<file path="config.mk">
export PLATFORM = sky130hd
export DESIGN_NAME = lpft_row
export DESIGN_NICKNAME = d
export VERILOG_FILES = /design/src/rtl/core/lpft_pkg.sv /design/src/rtl/core/lpft_row.sv
export SDC_FILE = /design/constraint.sdc
export NUM_CORES = 2
export LEC_CHECK = 0
export ABC_AREA = 1
export BUFFER_PORTS_ARGS = -buffer_cell sky130_fd_sc_hd__buf_2
export CAP_MARGIN = 10
export CORE_ASPECT_RATIO = 0.6
export CORE_MARGIN = 2
export CORE_UTILIZATION = 45
export DETAILED_ROUTE_END_ITERATION = 10
export PLACE_DENSITY_LB_ADDON = 0.25
export SLEW_MARGIN = 30
export SYNTH_ARGS = -nofsm -noshare
export SYNTH_HDL_FRONTEND = slang
export SYNTH_SLANG_ARGS = --single-unit
</file>
<file path="constraint.sdc">
create_clock -name clk -period 17.6 [get_ports clk]
set_input_delay 1.76 -clock clk [delete_from_list [all_inputs] [get_ports clk]]
set_output_delay 1.76 -clock clk [all_outputs]
set_load 0.01 [all_outputs]
</file>
<file path="src/rtl/core/lpft_pkg.sv">
`timescale 1ns / 1ps
// shared types and constants of the lidar point filter and transform unit
// no dependencies; used by lpft_row, lidar_point_filter_transform_unit and tb

package lpft_pkg;

	localparam int CoordW   = 16;              // point coordinate, 1/512 m
	localparam int CoefW    = 16;              // rotation coefficient, Q2.14
	localparam int ProdW    = 2 * CoefW;       // one coefficient product
	localparam int RowSumW  = ProdW + 2;       // three products plus translation
	localparam int RangeW   = 2 * CoordW;      // x*x + y*y
	localparam int LimitW   = 31;              // range limit registers
	localparam int ScaleW   = 16;              // cells per metre, Q8.8
	localparam int MapProdW = RowSumW + ScaleW + 1;
	localparam int RoundW   = MapProdW + 5;
	localparam int MapW     = 32;
	localparam int FracBits = 14;
	localparam int MapShift = 23;
	localparam int CfgDataW = 64;
	localparam int CfgAddrW = 6;

	localparam logic [RangeW-1:0] BehindLimit = RangeW'(131072);

	// configuration register indexes, 8 bytes apart
	typedef enum logic [2:0] {
		REG_ROT_ROW_X  = 3'd0,
		REG_ROT_ROW_Y  = 3'd1,
		REG_ROT_ROW_Z  = 3'd2,
		REG_MIN_RANGE  = 3'd3,
		REG_MAX_RANGE  = 3'd4,
		REG_HEIGHT_MIN = 3'd5,
		REG_HEIGHT_MAX = 3'd6,
		REG_CELLS_PM   = 3'd7
	} lpft_reg_t;

	localparam logic [CfgDataW-1:0] RotRowXReset = 64'h0000_0000_0000_4000;
	localparam logic [CfgDataW-1:0] RotRowYReset = 64'h0000_0000_4000_0000;
	localparam logic [CfgDataW-1:0] RotRowZReset = 64'h0000_4000_0000_0000;
	localparam logic [LimitW-1:0]   MinRangeReset = 31'd41943;
	localparam logic [LimitW-1:0]   MaxRangeReset = 31'd235929600;
	localparam logic [CoordW-1:0]   HeightMinReset = 16'hFE00;
	localparam logic [CoordW-1:0]   HeightMaxReset = 16'h0200;
	localparam logic [ScaleW-1:0]   CellsPmReset = 16'd10240;

	// load enables of the first two pipeline stages
	typedef struct packed {
		logic s1;
		logic s2;
	} lpft_stage_en_t;

endpackage

</file>
<file path="src/rtl/core/lpft_row.sv">
`timescale 1ns / 1ps
// one row of the rigid transform: three coefficient products, then their sum plus translation
// depends on lpft_pkg

module lpft_row (
	input  logic                                  clk,
	input  lpft_pkg::lpft_stage_en_t              en,
	input  logic signed [lpft_pkg::CoordW-1:0]    x,
	input  logic signed [lpft_pkg::CoordW-1:0]    y,
	input  logic signed [lpft_pkg::CoordW-1:0]    z,
	input  logic [lpft_pkg::CfgDataW-1:0]         row,
	output logic signed [lpft_pkg::RowSumW-1:0]   sum_s2
);

	logic signed [lpft_pkg::ProdW-1:0]   px_s1;
	logic signed [lpft_pkg::ProdW-1:0]   py_s1;
	logic signed [lpft_pkg::ProdW-1:0]   pz_s1;
	logic signed [lpft_pkg::CoefW-1:0]   trans_s1;
	logic signed [lpft_pkg::RowSumW-1:0] sum_d;

	always_ff @(posedge clk) begin
		if (en.s1) begin
			px_s1    <= $signed(row[15:0]) * x;
			py_s1    <= $signed(row[31:16]) * y;
			pz_s1    <= $signed(row[47:32]) * z;
			trans_s1 <= $signed(row[63:48]);
		end
	end

	// translation is at 1/512 m, products at 2^-14 of that
	always_comb begin
		sum_d = lpft_pkg::RowSumW'(px_s1) + lpft_pkg::RowSumW'(py_s1)
			+ lpft_pkg::RowSumW'(pz_s1)
			+ $signed({{(lpft_pkg::RowSumW - lpft_pkg::CoefW - lpft_pkg::FracBits)
				{trans_s1[lpft_pkg::CoefW-1]}}, trans_s1, {lpft_pkg::FracBits{1'b0}}});
	end

	always_ff @(posedge clk) begin
		if (en.s2) begin
			sum_s2 <= sum_d;
		end
	end

endmodule

</file>
==> impl_metrics.env <==
export IMPL_outcome="completed"
export IMPL_synth_area_leaders="fa_1 (42%), inv_1 (14%), nand2_1 (13%)"
export IMPL_final_common_cell="inv_1"
export IMPL_layout_common_cells="inv_1 (1456), nand2_1 (1354), fa_1 (838)"
export IMPL_cap_viol_max_count=0
export IMPL_root_buffer="clkbuf_16"
export IMPL_syn_instance_count=4973
export IMPL_cts_setup_buffers=0
export IMPL_cts_resized=0
export IMPL_r2r_slack_ns=14.28
export IMPL_rows=84
export IMPL_finalCriticalPeriod_ns=7.16
export IMPL_skew_ns=0.0119
export IMPL_clockBufferDepth=2
export IMPL_drtIter0Drc=2653
export IMPL_worstSetupEndpoint="py_s1[27]"
export IMPL_hold_violations=0
export IMPL_synth_distinct_cells=34
export IMPL_worstMarginPinSlew_ns=0.893
export IMPL_drv_slew=0
export IMPL_slew_headroom=0.405
export IMPL_port_buffers=148
export IMPL_fin_setup_tns_ns=0
export IMPL_finalCritPeriodShare=0.407
export IMPL_nFillCells=8640
export IMPL_die_width_um=389
export IMPL_holdPathStages=2
export IMPL_clock_latency_ns=0.45
export IMPL_synthMuxAreaShare=0
export IMPL_dieArea_um2=91600
export IMPL_ys_seq_area_frac=0.109
export IMPL_synth_compound_area_frac=0.0251
export IMPL_clk_pin_slew_ns=0.06
export IMPL_path_max_fanout=16
export IMPL_cts_buffers=17
export IMPL_grt_max_degree=70
export IMPL_synth_top_area_frac=0.419
export IMPL_syn_nets=6216
export IMPL_fmax_mhz=140
export IMPL_drc=0
export IMPL_hpwl_mm=90.2
export IMPL_cp_end_kind="flip-flop"
export IMPL_critical_path_startpoint="y[1]"
export IMPL_setup_viol=0
export IMPL_required_ns=17.80
export IMPL_cpMostUsedCell="fa_1"
export IMPL_yosysTopAreaCell="fa_1"
export IMPL_core_area_um2=87900
export IMPL_viasPerCell=4.89
export IMPL_cp_arrival_ns=7.36
export IMPL_antenna_found_initial=6
export IMPL_holdBufCountCts=0
export IMPL_rsz0062_at_grt="no"
export IMPL_final_layout_size_suffix_gt1_frac=0.0592
export IMPL_wl_mm=103
export IMPL_firstDrtPassIters=5
export IMPL_worstSetupPathType="in -> reg"
export IMPL_cp_start_kind="input pin"
export IMPL_critPathSlowestCell="fa_1"
export IMPL_routabilityCongestion=0.971
export IMPL_grtUsageTotal=0.235
export IMPL_synthAdderAreaFrac=0.509
export IMPL_hold_path_class="reg -> reg"
export IMPL_grt_pass1_vias=30400
export IMPL_netlist_area_um2=40100
export IMPL_htree_levels=4
export IMPL_cpPeakStageDelay_ns=0.92
export IMPL_final_nets=6210
export IMPL_gr_total_overflow=0
export IMPL_syn_area_per_cell_um2=8.06
export IMPL_yosysWarnings=0
export IMPL_syn_to_final_growth_pct=5.27
export IMPL_cts_sinks=146
export IMPL_ys_ff_latch=146
export IMPL_routedWlPerCell_um=16.8
export IMPL_cp_cell_sequence="buf_2 -> nand2_1 -> inv_1 -> fa_1 -> fa_1 -> fa_1 -> fa_1 -> fa_1 -> inv_1 -> fa_1 -> inv_1 -> ha_1 -> nand2_1 -> nor2_1 -> inv_1 -> nor3_1 -> nand3_1 -> nand4_1 -> nand2_1"
export IMPL_cts_tree="yes"
export IMPL_multi_input_area_um2=29500
export IMPL_synthXorXnorAreaFrac=0.0188
export IMPL_die_h_um=235
export IMPL_ff2ff_path_depth=11
export IMPL_synthSimpleGateAreaFrac=0.184
export IMPL_synth_top_family_by_area="adder cells"
export IMPL_grt_pass1_wl_mm=168
export IMPL_seqCellArea_um2=4380
export IMPL_io_pin_count=149
export IMPL_timing_rr_start="px_s1[26]"
export IMPL_vias=30100
export IMPL_worstReg2RegEnd="sum_s2[31]"
export IMPL_start_util=0.456
export IMPL_ant_nets=0
==> stage by stage <==
stage	worst slack (ns)	instances	cell area [µm²]	util	hold WS, ns
finish	10.44	6143	42200	0.480	0.747
global route	10.11	6143	42200	0.480	0.778
CTS	10.56	6141	42200	0.480	0.754
detailed placement	10.09	6109	41600	0.474	0.740
global placement	10.17	6109	41600	0.474	0.766
floorplan	10.58	4973	40100	-	0.680
==> kinds of logic after synthesis <==
kind of cell / after synthesis
AOI/OAI and AO/OA: 184
xor gates and xnor gates: 86
adders and majority gates: 1128
buffers and inverters: 1646
DFF: 146
and+or+nand+nor: 1783
==> routing by layer <==
layer,wire length (µm),track usage
met1,52600,0.386
met2,39300,0.314
met3,10200,0.0574
met4,942,0.0269
met5,0,0
==> worst min path at each step <==
stage,from,endpoint
floorplan,pz_s1[1],sum_s2[1]
global placement,px_s1[1],sum_s2[1]
detailed placement,px_s1[1],sum_s2[1]
CTS,px_s1[1],sum_s2[1]
global route,px_s1[1],sum_s2[1]
finish,px_s1[1],sum_s2[1]
==> sequential cells by signal (all words and copies together) (netlist names) <==
signal / cells
pz_s1: 32
py_s1: 32
sum_s2: 34
trans_s1: 16
px_s1: 32
==> synthesized netlist by cell type, drive strengths merged <==
master  instances
o211ai          1
nand2        1383
o21ai          46
buf             1
a21boi          3
a21o            7
nor4            1
nand3         115
xnor2          11
ha            290
or2            14
a21oi         112
xor2           75
and3            1
nand3b          9
o21bai         14
fa            838
edfxtp        146
inv          1471
and2            5
nand4          37
clkbuf        174
nor3           29
nor2          189
o21a            1
==> critical path, delay by kind of cell <==
kind          cells  cell delay, ns
fa+ha+maj         7            3.83
buf+inv           5            0.63
simple gates      7            1.13
==> cell type report <==
| cell class | count | area share |
|---|---|---|
| Multi-Input combinational cell | 3181 | 0.700 |
| Clock inverter | 12 | 0.00276 |
| Inverter | 1471 | 0.131 |
| Antenna cell | 2 | 0.000119 |
| Sequential cell | 146 | 0.104 |
| Timing Repair Buffer | 150 | 0.0180 |
| Clock buffer | 20 | 0.0103 |
| Tap cell | 1161 | 0.0344 |
Power is left out: the tool's default activity adds up to more than one toggle a clock period on the data nets, which glitch-free logic cannot reach.
